### src/sv/spc_alu_pkg.sv
// Shared types and constants for the SPC700-style ALU block.
// Holds the operation codes and the status-flag and result record types.
// No dependencies.
package spc_alu_pkg;

    localparam int unsigned OP_W   = 5;
    localparam int unsigned DATA_W = 16;
    localparam int unsigned BYTE_W = 8;

    typedef enum logic [OP_W-1:0] {
        OP_ADC  = 5'd0,
        OP_ADDW = 5'd1,
        OP_AND  = 5'd2,
        OP_CMP  = 5'd3,
        OP_CMPW = 5'd4,
        OP_EOR  = 5'd5,
        OP_OR   = 5'd6,
        OP_SBC  = 5'd7,
        OP_SUBW = 5'd8,
        OP_INC  = 5'd9,
        OP_INCW = 5'd10,
        OP_DEC  = 5'd11,
        OP_DECW = 5'd12,
        OP_ASL  = 5'd13,
        OP_LSR  = 5'd14,
        OP_ROL  = 5'd15,
        OP_ROR  = 5'd16
    } op_t;

    typedef struct packed {
        logic n;
        logic v;
        logic h;
        logic z;
        logic c;
    } flags_t;

    typedef struct packed {
        logic [DATA_W-1:0] result;
        flags_t            flags;
    } alu_out_t;

endpackage

### src/sv/spc_alu.sv
// Combinational datapath of the SPC700-style ALU: one shared 17-bit adder
// for all add, subtract, compare, increment and decrement forms, plus logic and shifts.
// Depends on spc_alu_pkg.
module spc_alu
    import spc_alu_pkg::*;
(
    input  op_t                op,
    input  logic [DATA_W-1:0]  operand_a,
    input  logic [DATA_W-1:0]  operand_b,
    input  flags_t             flags_in,
    output alu_out_t           alu_out
);

    logic [DATA_W-1:0] add_x;
    logic [DATA_W-1:0] add_y;
    logic              add_cin;
    logic [DATA_W:0]   sum;
    logic [DATA_W-1:0] carry_vec;
    logic [DATA_W-1:0] ovf_vec;
    logic [BYTE_W-1:0] a8;
    logic [BYTE_W-1:0] b8;
    logic [BYTE_W-1:0] r8;
    logic [DATA_W-1:0] r16;

    assign a8 = operand_a[BYTE_W-1:0];
    assign b8 = operand_b[BYTE_W-1:0];

    // Operand selection for the shared adder. Subtraction adds the inverted
    // second operand, so the carry out is the no-borrow flag.
    always_comb begin
        add_x   = {8'h00, a8};
        add_y   = '0;
        add_cin = 1'b0;
        unique case (op)
            OP_ADC: begin
                add_y   = {8'h00, b8};
                add_cin = flags_in.c;
            end
            OP_SBC: begin
                add_y   = {8'h00, ~b8};
                add_cin = flags_in.c;
            end
            OP_CMP: begin
                add_y   = {8'h00, ~b8};
                add_cin = 1'b1;
            end
            OP_ADDW: begin
                add_x = operand_a;
                add_y = operand_b;
            end
            OP_SUBW, OP_CMPW: begin
                add_x   = operand_a;
                add_y   = ~operand_b;
                add_cin = 1'b1;
            end
            OP_INC: begin
                add_cin = 1'b1;
            end
            OP_DEC: begin
                add_y = 16'h00ff;
            end
            OP_INCW: begin
                add_x   = operand_a;
                add_cin = 1'b1;
            end
            OP_DECW: begin
                add_x = operand_a;
                add_y = 16'hffff;
            end
            default: begin
                add_x = {8'h00, a8};
            end
        endcase
    end

    assign sum       = {1'b0, add_x} + {1'b0, add_y} + {{DATA_W{1'b0}}, add_cin};
    assign carry_vec = add_x ^ add_y ^ sum[DATA_W-1:0];
    assign ovf_vec   = ~(add_x ^ add_y) & (add_y ^ sum[DATA_W-1:0]);
    assign r8        = sum[BYTE_W-1:0];
    assign r16       = sum[DATA_W-1:0];

    always_comb begin
        alu_out.result = '0;
        alu_out.flags  = flags_in;
        unique case (op)
            OP_ADC, OP_SBC: begin
                alu_out.result  = {8'h00, r8};
                alu_out.flags.n = r8[7];
                alu_out.flags.z = (r8 == 8'h00);
                alu_out.flags.v = ovf_vec[7];
                alu_out.flags.h = carry_vec[4];
                alu_out.flags.c = sum[8];
            end
            OP_ADDW, OP_SUBW: begin
                alu_out.result  = r16;
                alu_out.flags.n = r16[15];
                alu_out.flags.z = (r16 == 16'h0000);
                alu_out.flags.v = ovf_vec[15];
                alu_out.flags.h = carry_vec[12];
                alu_out.flags.c = sum[16];
            end
            OP_CMP: begin
                alu_out.result  = {8'h00, a8};
                alu_out.flags.n = r8[7];
                alu_out.flags.z = (r8 == 8'h00);
                alu_out.flags.c = sum[8];
            end
            OP_CMPW: begin
                alu_out.result  = operand_a;
                alu_out.flags.n = r16[15];
                alu_out.flags.z = (r16 == 16'h0000);
                alu_out.flags.c = sum[16];
            end
            OP_INC, OP_DEC: begin
                alu_out.result  = {8'h00, r8};
                alu_out.flags.n = r8[7];
                alu_out.flags.z = (r8 == 8'h00);
            end
            OP_INCW, OP_DECW: begin
                alu_out.result  = r16;
                alu_out.flags.n = r16[15];
                alu_out.flags.z = (r16 == 16'h0000);
            end
            OP_AND: begin
                alu_out.result  = {8'h00, a8 & b8};
                alu_out.flags.n = alu_out.result[7];
                alu_out.flags.z = ((a8 & b8) == 8'h00);
            end
            OP_OR: begin
                alu_out.result  = {8'h00, a8 | b8};
                alu_out.flags.n = alu_out.result[7];
                alu_out.flags.z = ((a8 | b8) == 8'h00);
            end
            OP_EOR: begin
                alu_out.result  = {8'h00, a8 ^ b8};
                alu_out.flags.n = alu_out.result[7];
                alu_out.flags.z = ((a8 ^ b8) == 8'h00);
            end
            OP_ASL, OP_ROL: begin
                alu_out.result  = {8'h00, a8[6:0], (op == OP_ROL) & flags_in.c};
                alu_out.flags.n = a8[6];
                alu_out.flags.z = (alu_out.result[7:0] == 8'h00);
                alu_out.flags.c = a8[7];
            end
            OP_LSR, OP_ROR: begin
                alu_out.result  = {8'h00, (op == OP_ROR) & flags_in.c, a8[7:1]};
                alu_out.flags.n = alu_out.result[7];
                alu_out.flags.z = (alu_out.result[7:0] == 8'h00);
                alu_out.flags.c = a8[0];
            end
            default: begin
                // Unassigned codes give zero and leave the flags alone.
                alu_out.result = '0;
            end
        endcase
    end

endmodule

### src/sv/spc700_alu_with_flags.sv
// Top level of the SPC700-style ALU: input register, datapath, result register
// and the kept N V H Z C status register. Depends on spc_alu_pkg and spc_alu.
//
// The block takes one operation per clock cycle while the output is not held
// back by m_tready; each beat passes through the input register and then the
// result register. The status flags live in a single register that is written in
// the same cycle the result register loads, so every operation sees the flags
// left by the one before it with no stall. Flags come out of reset cleared, and
// each result beat carries the full flag set as it stands after that operation.
// Codes 17 to 31 return zero and leave the flags unchanged.
module spc700_alu_with_flags
    import spc_alu_pkg::*;
(
    input  logic        aclk,
    input  logic        aresetn,
    input  logic        s_tvalid,
    output logic        s_tready,
    input  logic [31:0] s_tdata,   // [15:0] operand_a, [31:16] operand_b
    input  logic [4:0]  s_tuser,   // [4:0] operation
    output logic        m_tvalid,
    input  logic        m_tready,
    output logic [23:0] m_tdata    // [15:0] result, [16] flag_negative,
                                   // [17] flag_overflow, [18] flag_half_carry,
                                   // [19] flag_zero, [20] flag_carry, [23:21] zero
);

    logic              in_valid_reg;
    op_t               op_reg;
    logic [DATA_W-1:0] a_reg;
    logic [DATA_W-1:0] b_reg;
    logic              m_valid_reg;
    alu_out_t          res_reg;
    alu_out_t          res_next;
    flags_t            flags_reg;
    logic              out_free;
    logic              advance;
    logic              op_undef;
    logic              op_byte;
    logic              op_compare;

    spc_alu u_alu (
        .op        (op_reg),
        .operand_a (a_reg),
        .operand_b (b_reg),
        .flags_in  (flags_reg),
        .alu_out   (res_next)
    );

    assign out_free = !m_valid_reg || m_tready;
    assign advance  = in_valid_reg && out_free;
    assign s_tready = !in_valid_reg || advance;

    always_ff @(posedge aclk) begin
        if (!aresetn) begin
            in_valid_reg <= 1'b0;
            m_valid_reg  <= 1'b0;
            flags_reg    <= '0;
        end else begin
            if (s_tready) begin
                in_valid_reg <= s_tvalid;
            end
            if (out_free) begin
                m_valid_reg <= in_valid_reg;
            end
            if (advance) begin
                flags_reg <= res_next.flags;
            end
        end
    end

    always_ff @(posedge aclk) begin
        if (s_tvalid && s_tready) begin
            op_reg <= op_t'(s_tuser);
            a_reg  <= s_tdata[15:0];
            b_reg  <= s_tdata[31:16];
        end
        if (advance) begin
            res_reg <= res_next;
        end
    end

    assign m_tvalid = m_valid_reg;
    assign m_tdata  = {3'b000, res_reg.flags.c, res_reg.flags.z, res_reg.flags.h,
                       res_reg.flags.v, res_reg.flags.n, res_reg.result};

    // Decode helpers used by the checks below.
    assign op_undef   = (op_reg > OP_ROR);
    assign op_compare = (op_reg == OP_CMP) || (op_reg == OP_CMPW);
    assign op_byte    = !op_undef && (op_reg != OP_ADDW) && (op_reg != OP_SUBW)
                        && (op_reg != OP_CMPW) && (op_reg != OP_INCW)
                        && (op_reg != OP_DECW);

    // The kept flags always match the flags of the newest result beat.
    assert property (@(posedge aclk) disable iff (!aresetn)
        m_valid_reg |-> (flags_reg == res_reg.flags))
        else $error("status register out of step with result register");

    // An unassigned code must not disturb the flags.
    assert property (@(posedge aclk) disable iff (!aresetn)
        (advance && op_undef) |=> $stable(flags_reg))
        else $error("flags changed on unassigned operation");

    // Byte operations return a clear high byte.
    assert property (@(posedge aclk) disable iff (!aresetn)
        (advance && op_byte) |=> (res_reg.result[15:8] == 8'h00))
        else $error("byte operation left a nonzero high byte");

    // Outside compares, Z reflects the delivered result.
    assert property (@(posedge aclk) disable iff (!aresetn)
        (advance && !op_undef && !op_compare)
            |=> (res_reg.flags.z == (res_reg.result == 16'h0000)))
        else $error("zero flag disagrees with result");

endmodule
### config.mk
export PLATFORM = sky130hd
export DESIGN_NAME = spc700_alu_with_flags
export DESIGN_NICKNAME = d
export VERILOG_FILES = /design/src/sv/spc_alu_pkg.sv /design/src/sv/spc_alu.sv /design/src/sv/spc700_alu_with_flags.sv
export SDC_FILE = /design/constraint.sdc
export NUM_CORES = 1
export LEC_CHECK = 0
export BUFFER_PORTS_ARGS = -buffer_cell sky130_fd_sc_hd__buf_2
export CAP_MARGIN = 25
export CORE_MARGIN = 1.5
export CORE_UTILIZATION = 58
export CTS_CLUSTER_SIZE = 20
export DETAILED_ROUTE_END_ITERATION = 8
export GPL_ROUTABILITY_DRIVEN = 0
export HOLD_SLACK_MARGIN = 0.12
export PLACE_DENSITY_LB_ADDON = 0.05
export SLEW_MARGIN = 10
export SYNTH_ARGS = -nofsm -noshare
export SYNTH_HDL_FRONTEND = slang
export SYNTH_SLANG_ARGS = --single-unit
### constraint.sdc
create_clock -name aclk -period 5.38 [get_ports aclk]
set_clock_uncertainty 0.1 [all_clocks]
set_input_delay 0 -clock aclk [delete_from_list [all_inputs] [get_ports aclk]]
set_output_delay 0 -clock aclk [all_outputs]
set_load 0.05 [all_outputs]
==> metrics.txt, run 1 <==
status finished, final reports clean; crit-path max FO 24; number of global-route vias before repair 4088; most frequent cells in the layout buf_2, edfxtp_1, nor2_1; layout cell share with drive strength beyond 1 16.3%; leakage around 2.3 nW; layout net count 672; Post-synth EDFFs 58; Ant. Diodes 0; Post-synth top flop edfxtp_1; max incr delay on CP a little over 0.8 ns; arrival time at the worst endpoint 4.87 ns; Startpoint Class flop; Synth Instances 498; worst hold path class primary input to flop; pin count of the biggest net entering global routing 38; setup TNS 0 ns; fin crit share 88.4%; root buf cell clkbuf_8; routed vias 4357; H-tree depth 3; Fillers between 500 and 600; Routed Antenna Nets 0; Final Setup Violations 0; Seq/Total Area, Yosys 40.0%; initial antenna violation count 0; final worst setup slack 0.623 ns; clk slew on worst S/H paths roughly 0.07 ns; WL/cell 17.2 µm; Detailed Place HPWL around 8400 µm; drt total wl 12100 µm; async set or reset register ratio after synthesis 0%; reg-to-reg slack, setup around 0.62 ns; Ports 67; First-pass DRT Iterations 5; fin util 73.5%; die area 8650 µm²; synthesis-to-layout area growth 21.4%; max_slew headroom between 40 and 50%; placed insts 646; synthesized flop and latch total 65; Largest register FFs 21; Fmax 0.210 GHz; Post-CTS Resized 0; CP cell instances nand2_1 > o21ai_0 > a22oi_1 > o2bb2ai_1 > nand2b_1 > fa_1 > inv_1 > fa_1 > a211oi_1 > o21ai_1 > a21boi_1 > o31ai_1 > a22oi_1 > and3_1 > nor4_2 > or2_1; final hold viol count 0; Max-cap violations 0; CTS sink cnt 65; RSZ-0062 raised after global routing no; die width 93.0 µm; Crit. End Element flop; CTS buffer count 9; iteration-0 DRC count of the detailed router 343; Worst Hold Slack 0.254 ns; critical path type flop to flop; CORE AREA 7770 µm²; gr usage total between 20% and 30%; Post-Syn Area 4700 µm²; Final Max Slew Viols 0; Syn. warnings 0; worst slew pin tran 0.877 ns; Period minus WS final 4.76 ns; syn_area_per_cell 9.44 µm²; I/O Buffers 63; worst vdd ir 0.208 mV; Rows 32; Initial Util between 60% and 70%; CTS tree built; Post-CTS Setup Repair Bufs 0; commonest non-fill, non-tap cell in the layout buf_2; Clock Tree Buf Depth 2; Critical Path RT approximately 5.5 ns; Non-Filler Instances between 700 and 800; Die Ht 93.0 µm; ranking of synthesized cells by area edfxtp_1, ha_1, a21oi_1; critical path's slowest cell edfxtp_1; Avg Vias per Cell 6.18; Cell Pwr Density 235 nW/µm²; Yosys top cell by area edfxtp_1; Synth top area share a little under two fifths; clk_lat worst skew 0.35 ns; hold buffer count at cts 42; Unique masters post-synth between 70 and 80; grt total ovfl 0; first-pass GRT wire length 19600 µm; DRC 0; Setup WS pre-CTS 0.750 ns
==> synth_stat cells (4+ instances only) <==
| cell type | n |
|---|---|
| nor2b_1 | 5 |
| nand2b_1 | 10 |
| a221o_1 | 5 |
| a22oi_1 | 8 |
| dfxtp_1 | 7 |
| clkbuf_1 | 18 |
| nand3_1 | 11 |
| a21o_1 | 11 |
| a22o_1 | 4 |
| xor2_1 | 5 |
| and3_1 | 4 |
| maj3_1 | 8 |
| o211ai_1 | 8 |
| nor4_1 | 7 |
| a31oi_1 | 5 |
| a211oi_1 | 9 |
| edfxtp_1 | 58 |
| nor2_1 | 44 |
| a21oi_1 | 40 |
| xnor2_1 | 4 |
| and2_1 | 12 |
| a221oi_1 | 13 |
| ha_1 | 31 |
| inv_1 | 24 |
| o21ai_0 | 39 |
| nor3_1 | 9 |
| nand2_1 | 35 |
==> layout make-up <==
class                   count  area [µm²]  share of cell area, %
well taps                 102         128                   2.24
multi-input cells         383        2620                   45.9
inverters                  27         101                   1.78
repair buffers            112         788                   13.8
clock buffers              12         145                   2.54
flip-flops and latches     65        1880                   33.0
clock inverters             4        43.8                  0.767
==> routing by layer <==
| metal | wire length, µm | track usage [%] | vias up | share of wire (%) |
|---|---|---|---|---|
| li1 | - | - | 2082 | - |
| met4 | 312 | 11.4 | 0 | 2.6 |
| met1 | 5130 | 39.2 | 1997 | 42 |
| met2 | 5570 | 46.4 | 249 | 46 |
| met3 | 1140 | 5.45 | 29 | 9.4 |
| met5 | 0 | 0 | - | 0 |
==> critical path: cells and delay by family (launching register included) <==
kind                     cells  cell delay [ns]
buffers and inverters        1             0.08
AND/OR/NAND/NOR              5             1.25
adder cells (fa/ha/maj)      2             0.65
flip-flops                   1             0.83
AO/OA/AOI/OAI                8             1.72
==> logic make-up after synthesis <==
logic type                 after synthesis  synth area share [%]
AOI/OAI and AO/OA                      173                  25.4
xor gates and xnor gates                 9                  1.68
adders and majority gates               41                  10.8
buffers and inverters                   52                  4.42
DFF                                     65                  40.0
muxes                                    1                 0.213
other                                    1                0.0798
and+or+nand+nor                        156                  17.3
==> worst paths after layout <==
check,to,cells after the start,startpoint
worst min-delay path,b_reg[12],2,s_tdata[28]
worst max-delay path,m_tdata[19],16,op_reg[3]
worst min register to register,m_tvalid,1,in_valid_reg
worst max register to register,m_tdata[19],16,op_reg[3]
==> per-stage QoR <==
stage / power (W) / cell area (µm²)
2_1_floorplan: 0.000837 / 4710
6_report: 0.00134 / 5710
5_1_grt: 0.00139 / 5710
3_5_place_dp: 0.000912 / 5090
4_1_cts: 0.00134 / 5700
3_3_place_gp: 0.000906 / 5090
==> where the power goes <==
part / switching [W] / total, W / internal [W]
Combinational: 0.000191 / 0.000315 / 0.000124
Sequential: 0.0000332 / 0.000619 / 0.000586
Clock: 0.000185 / 0.000409 / 0.000224
Note: power is estimated with default switching activity, not from simulation.
==> run 2: changes to the inputs <==
--- a/config.mk
+++ b/config.mk
@@ -8,13 +8,14 @@
 export BUFFER_PORTS_ARGS = -buffer_cell sky130_fd_sc_hd__buf_2
 export CAP_MARGIN = 25
 export CORE_MARGIN = 1.5
-export CORE_UTILIZATION = 58
+export CORE_UTILIZATION = 59
 export CTS_CLUSTER_SIZE = 20
 export DETAILED_ROUTE_END_ITERATION = 8
 export GPL_ROUTABILITY_DRIVEN = 0
 export HOLD_SLACK_MARGIN = 0.12
-export PLACE_DENSITY_LB_ADDON = 0.05
+export PLACE_DENSITY = 0.8
 export SLEW_MARGIN = 10
 export SYNTH_ARGS = -nofsm -noshare
 export SYNTH_HDL_FRONTEND = slang
+export SYNTH_HIERARCHICAL = 1
 export SYNTH_SLANG_ARGS = --single-unit
==> run 2 against run 1 <==
Against the previous run:
- core utilization grew 1.2 points
- largest power group unchanged
- first-iteration DRC count grew 81%
- sequential power down 1%
- critical endpoint is now flags_reg[1]
- flip-flop and latch count unchanged
- critical path depth is the same
- highest routed layer unchanged
- non-clock buffer count is 4 higher
- clock power rose by 12%
- register-to-register slack lost 0.04 ns
- cell area is 2.2% higher
==> metrics.txt, run 2 <==
status finished, final reports clean (unchanged); simple-gate share of the synthesized area 17.9% (was 17.3%); Die Ht 93.3 µm (was 93.0 µm); synthesized flop and latch total 65 (unchanged); initial antenna violation count 0 (unchanged); Yosys top cell by area edfxtp_1 (unchanged); H-tree depth 3 (unchanged); routed vias 4715 (was 4357); Hold EP flags_reg[1] (was b_reg[12]); Post-CTS Resized 0 (unchanged); met2 usage 48.8% (was 46.4%); Max-cap violations 0 (unchanged); setup TNS 0 ns (unchanged); synthesis-to-layout area growth 21.4% (about the same); pin count of the biggest net entering global routing 38 (unchanged); Tot Pwr 0.00139 W (was 0.00134 W); number of global-route vias before repair 4337 (was 4088); Routed Antenna Nets 0 (unchanged); hold path cells 4 (was 2); Final Max Slew Viols 0 (unchanged); Fmax 0.208 GHz (was 0.210 GHz); final hold viol count 0 (unchanged); Compound-Gate Fraction of Synth Area 24.8% (was 25.4%); Seq/Total Area, Yosys 39.2% (was 40.0%); FF-to-FF path depth 16 (unchanged); critical path type flop to flop (unchanged); Setup WS pre-CTS 0.772 ns (was 0.750 ns); worst vdd ir 0.165 mV (was 0.208 mV); post-synthesis mux area share 1.25% (was 0.213%); die area 8700 µm² (was 8650 µm²); root buf cell clkbuf_8 (unchanged); gr usage total 30.2% (was 29.1%); clk slew on worst S/H paths 0.07 ns (about the same); CORE AREA 7810 µm² (was 7770 µm²); drt total wl 12800 µm (was 12100 µm); Cell Pwr Density 238 nW/µm² (was 235 nW/µm²); crit path launch op_reg[2] (was op_reg[3]); fin util 74.7% (was 73.5%); max_slew headroom 45.7% (was 41.5%); synth cell count leaders edfxtp_1, o21ai_0, nor2_1 (was edfxtp_1, nor2_1, a21oi_1); Post-synth top flop edfxtp_1 (unchanged); Clock Tree Buf Depth 2 (unchanged); CTS buffer count 9 (unchanged); Largest register FFs 21 (unchanged); Post-Syn Area 4810 µm² (was 4700 µm²); First-pass DRT Iterations 6 (was 5); HP Start m_tready (was s_tdata[28]); crit-path max FO 22 (was 24); CTS tree built (unchanged); arrival time at the worst endpoint 4.97 ns (was 4.87 ns); Ant. Diodes 0 (unchanged); commonest non-fill, non-tap cell in the layout buf_2 (unchanged); Initial Util 61.6% (was 60.5%); die width 93.3 µm (was 93.0 µm); Adder-Cell Fraction of Synth Area 8.90% (was 10.8%); Post-synth EDFFs 58 (unchanged); Startpoint Class flop (unchanged); most frequent cells in the layout buf_2, edfxtp_1, o21ai_0 (was buf_2, edfxtp_1, nor2_1); first-pass GRT wire length 20400 µm (was 19600 µm); Reg-to-Reg End flags_reg[1] (was m_tdata[19]); syn_area_per_cell 9.03 µm² (was 9.44 µm²); Crit. End Element flop (unchanged); CTS sink cnt 65 (unchanged); Detailed Place HPWL 8820 µm (was 8400 µm); Rows 32 (unchanged); final worst setup slack 0.580 ns (was 0.623 ns); GR Util met3 6.02% (was 5.45%); top-count cell post-synth edfxtp_1 (unchanged); Unique masters post-synth 69 (was 71); async set or reset register ratio after synthesis 0% (unchanged); Final Setup Violations 0 (unchanged); worst hold path class primary input to flop (unchanged); Period minus WS final 4.80 ns (was 4.76 ns); iteration-0 DRC count of the detailed router 621 (was 343); reg-to-reg startpoint op_reg[2] (was op_reg[3]); Syn. warnings 6 (was 0); grt total ovfl 0 (unchanged); leakage 2.40 nW (was 2.33 nW); largest family of logic cells by synthesized area compound AO/OA/AOI/OAI gates (unchanged); Critical Path RT 5.55 ns (was 5.50 ns); Avg Vias per Cell 6.41 (was 6.18); Synth Instances 532 (was 498); GRT Max-Usage Layer met2 (unchanged); layout cell share with drive strength beyond 1 16.7% (was 16.3%); Ports 67 (unchanged); WL/cell 17.3 µm (was 17.2 µm); Worst Hold Slack 0.155 ns (was 0.254 ns); Post-Synth XOR/XNOR Area 2.19% (was 1.68%); reg-to-reg slack, setup 0.58 ns (was 0.62 ns); I/O Buffers 63 (unchanged); layout net count 703 (was 672); Synth top area share 36.2% (was 37.1%); worst slew pin tran 0.812 ns (was 0.877 ns); DRC 0 (unchanged); ranking of synthesized cells by area edfxtp_1, ha_1, o21ai_0 (was edfxtp_1, ha_1, a21oi_1); fin crit share 89.2% (was 88.4%); clk_lat worst skew 0.34 ns (was 0.35 ns); met1 Resource Use GR 39.8% (was 39.2%); RSZ-0062 raised after global routing no (unchanged)
## run 2: worst max path at each step
stage,end,slack (ns)
finish,flags_reg[1],0.58
global route,flags_reg[1],0.20
CTS,flags_reg[1],0.75
detailed placement,flags_reg[1],0.77
global placement,flags_reg[1],0.92
floorplan,flags_reg[1],1.22
## run 2: layout make-up
class,instances,area (µm²)
repair buffers,116,821
flip-flops and latches,65,1880
inverters,33,124
clock buffers,11,141
clock inverters,5,78.8
well taps,102,128
multi-input cells,404,2660
fillers,585,1970
## run 2: cells by family (layout without fill, tap and decap cells)
| logic type | count (synthesis) | in the layout |
|---|---|---|
| compound gates | 178 | 178 |
| simple gates | 172 | 172 |
| flops | 65 | 65 |
| buf+inv | 65 | 165 |
| fa+ha+maj | 33 | 33 |
| xor+xnor | 12 | 12 |
| mux | 6 | 6 |
| other cells | 1 | 3 |
## run 2: power by group
| group | switching, W | total [W] | internal, W |
|---|---|---|---|
| sequential | 0.0000279 | 0.000612 | 0.000584 |
| combinational | 0.000197 | 0.000317 | 0.000121 |
| clock | 0.000186 | 0.000459 | 0.000273 |
| total | 0.000411 | 0.00139 | 0.000978 |
## run 2: critical path, cell delays in order, from the launching register on
cell and delay (ns):
edfxtp_1 0.66, inv_1 0.33, o21ai_0 0.13, a2111oi_0 0.57, fa_1 0.35, inv_1 0.07
fa_1 0.40, nor2b_1 0.18, o2111ai_1 0.17, a21oi_1 0.32, nor2_1 0.15, nand4b_1 0.13
o311ai_0 0.20, or4b_1 0.58, a21oi_1 0.18, nand2_1 0.08, mux2i_1 0.12
## run 2: stage by stage
| stage | cell area, µm² | std cells |
|---|---|---|
| after floorplan | 4810 | 534 |
| after global placement | 5180 | 677 |
| after global routing | 5830 | 736 |
| after CTS | 5830 | 735 |
| after detailed placement | 5200 | 678 |
| final | 5830 | 736 |
## run 2: timing repair
item                                   in CTS  in global routing
setup endpoints to repair                   0                  0
endpoints found under the hold margin      44                  0
hold buffers                               41                  0
setup buffers                               0                  0
## run 2: metal layers
metal | vias to the layer above | part of all wire (%)
li1 | 2175 | -
met1 | 2139 | 42
met2 | 358 | 45
met3 | 43 | 10
met4 | 0 | 2.5
met5 | - | 0
==> run 3: changes to the inputs <==
--- a/config.mk
+++ b/config.mk
@@ -14,6 +14,8 @@
 export GPL_ROUTABILITY_DRIVEN = 0
 export HOLD_SLACK_MARGIN = 0.12
 export PLACE_DENSITY = 0.8
+export RECOVER_POWER = 25
+export SKIP_CTS_REPAIR_TIMING = 1
 export SLEW_MARGIN = 10
 export SYNTH_ARGS = -nofsm -noshare
 export SYNTH_HDL_FRONTEND = slang
==> run 3 against run 2 <==
Against the previous run:
- total power increased by 0.22%
- cell area increased by 0.34%
- worst setup slack improved by 0.017 ns
- combinational power about the same
- wire length grew 0.79%
- sequential share of layout area decreased by 0.11 points
- first-iteration DRC count up 0.48%
- critical path type unchanged
- largest power group unchanged
==> metrics.txt, run 3 (same netlist as run 2, synthesis figures left out) <==
status finished, final reports clean (unchanged); CORE AREA 7810 µm² (unchanged); Crit. End Element flop (unchanged); Cell Pwr Density 238 nW/µm² (about the same); leakage 2.41 nW (was 2.40 nW); initial antenna violation count 0 (unchanged); Period minus WS final 4.78 ns (was 4.80 ns); CP cell instances inv_1 > o21ai_0 > a2111oi_0 > fa_1 > inv_1 > fa_1 > nor2b_1 > o2111ai_1 > a21oi_1 > nor2_1 > nand4b_1 > o311ai_0 > or4b_1 > a21oi_1 > nand2_1 > mux2i_1 (unchanged); Avg Vias per Cell 6.34 (was 6.41); crit-path max FO 22 (unchanged); H-tree depth 3 (unchanged); WL/cell 17.4 µm (was 17.3 µm); Final Max Slew Viols 0 (unchanged); Sequential cell area 1880 µm² (unchanged); Startpoint Class flop (unchanged); multi-input logic area 2660 µm² (unchanged); CTS buffer count 9 (unchanged); synthesis-to-layout area growth 21.8% (was 21.4%); layout cell share with drive strength beyond 1 16.7% (about the same); arrival time at the worst endpoint 4.96 ns (was 4.97 ns); hold path cells 2 (was 4); routed vias 4681 (was 4715); CTS sink cnt 65 (unchanged); pin count of the biggest net entering global routing 38 (unchanged); setup TNS 0 ns (unchanged); root buf cell clkbuf_8 (unchanged); RSZ-0062 raised after global routing no (unchanged); placed insts 678 (unchanged); Ant. Diodes 0 (unchanged); die width 93.3 µm (unchanged); worst slew pin tran 0.855 ns (was 0.812 ns); Max-cap violations 0 (unchanged); DRC 0 (unchanged); max_slew headroom 43.0% (was 45.7%); I/O Buffers 63 (unchanged); Non-Filler Instances 738 (was 736); CTS tree built (unchanged); First-pass DRT Iterations 6 (unchanged); final hold viol count 0 (unchanged); number of global-route vias before repair 4132 (was 4337); FF-to-FF path depth 16 (unchanged); layout net count 705 (was 703); HP Start s_tdata[15] (was m_tready); max incr delay on CP 0.66 ns (about the same); placed cell area 5200 µm² (unchanged); first-pass GRT wire length 19600 µm (was 20400 µm); drt total wl 12900 µm (was 12800 µm); most frequent cells in the layout buf_2, edfxtp_1, o21ai_0 (unchanged); Routed Antenna Nets 0 (unchanged); Fmax 0.209 GHz (was 0.208 GHz); worst vdd ir 0.164 mV (was 0.165 mV); Final Setup Violations 0 (unchanged); critical path type flop to flop (unchanged); Fillers 588 (was 585); die area 8700 µm² (unchanged); reg-to-reg startpoint op_reg[2] (unchanged); gr usage total 29.0% (was 30.2%); Rows 32 (unchanged); worst hold path class primary input to flop (unchanged); fin crit share 88.9% (was 89.2%); design area 5850 µm² (was 5830 µm²); Ports 67 (unchanged); Die Ht 93.3 µm (unchanged); reg-to-reg slack, setup 0.60 ns (was 0.58 ns); Worst Hold Slack 0.251 ns (was 0.155 ns); Detailed Place HPWL 8820 µm (unchanged); grt total ovfl 0 (unchanged); Critical Path RT 5.56 ns (was 5.55 ns); Clock Tree Buf Depth 2 (unchanged); critical path's slowest cell edfxtp_1 (unchanged); iteration-0 DRC count of the detailed router 624 (was 621); clk_lat worst skew 0.35 ns (was 0.34 ns); commonest non-fill, non-tap cell in the layout buf_2 (unchanged); Largest register FFs 21 (unchanged); Initial Util 61.6% (unchanged); Reg-to-Reg End flags_reg[1] (unchanged); clk slew on worst S/H paths 0.07 ns (about the same); Hold EP a_reg[15] (was flags_reg[1])
==> run 3: worst max path at each step <==
| stage | from | endpoint | cells after the start |
|---|---|---|---|
| after floorplan | op_reg[3] | flags_reg[1] | 19 |
| final | op_reg[2] | flags_reg[1] | 16 |
| after detailed placement | op_reg[2] | flags_reg[1] | 16 |
| after CTS | op_reg[2] | flags_reg[1] | 16 |
| after global placement | op_reg[2] | flags_reg[1] | 16 |
| after global routing | op_reg[2] | flags_reg[1] | 16 |
==> run 3: cell type report <==
class,count,area share [%]
inverters,33,2.12
multi-input cells,404,45.4
repair buffers,118,14.4
clock buffers,11,2.42
clock inverters,5,1.35
flip-flops and latches,65,32.2
well taps,102,2.18
==> run 3: through the flow <==
step / utilization [%] / worst slack [ns] / power [W]
5_1_grt: 75.0 / 0.199 / 0.00145
3_3_place_gp: 66.4 / 0.917 / 0.000894
3_5_place_dp: 66.6 / 0.772 / 0.000903
6_report: 75.0 / 0.597 / 0.00139
2_1_floorplan: - / 1.22 / 0.000826
4_1_cts: 69.4 / 0.749 / 0.00137
==> run 3: critical path: cells and delay by family, from the launching register on <==
family                     cells  cell delay [ns]
AOI/OAI and AO/OA              6             1.55
DFF                            1             0.66
and+or+nand+nor                5             1.12
adders and majority gates      2             0.75
buffers and inverters          2             0.40
muxes                          1             0.12
==> run 3: per-layer routing <==
layer  up-vias  part of all wire, %  GRT usage [%]  wire length, µm
li1       2175                    -              -                -
met1      2136                   41           39.0             5300
met4         0                  2.6           11.9              340
met5         -                    0              0                0
met2       324                   46           45.5             5870
met3        46                   10           6.02             1350
==> run 3: where the power goes <==
part           total (W)  internal (W)  switching, W
Combinational   0.000318      0.000122      0.000197
Sequential      0.000612      0.000584     0.0000278
Clock           0.000461      0.000273      0.000188
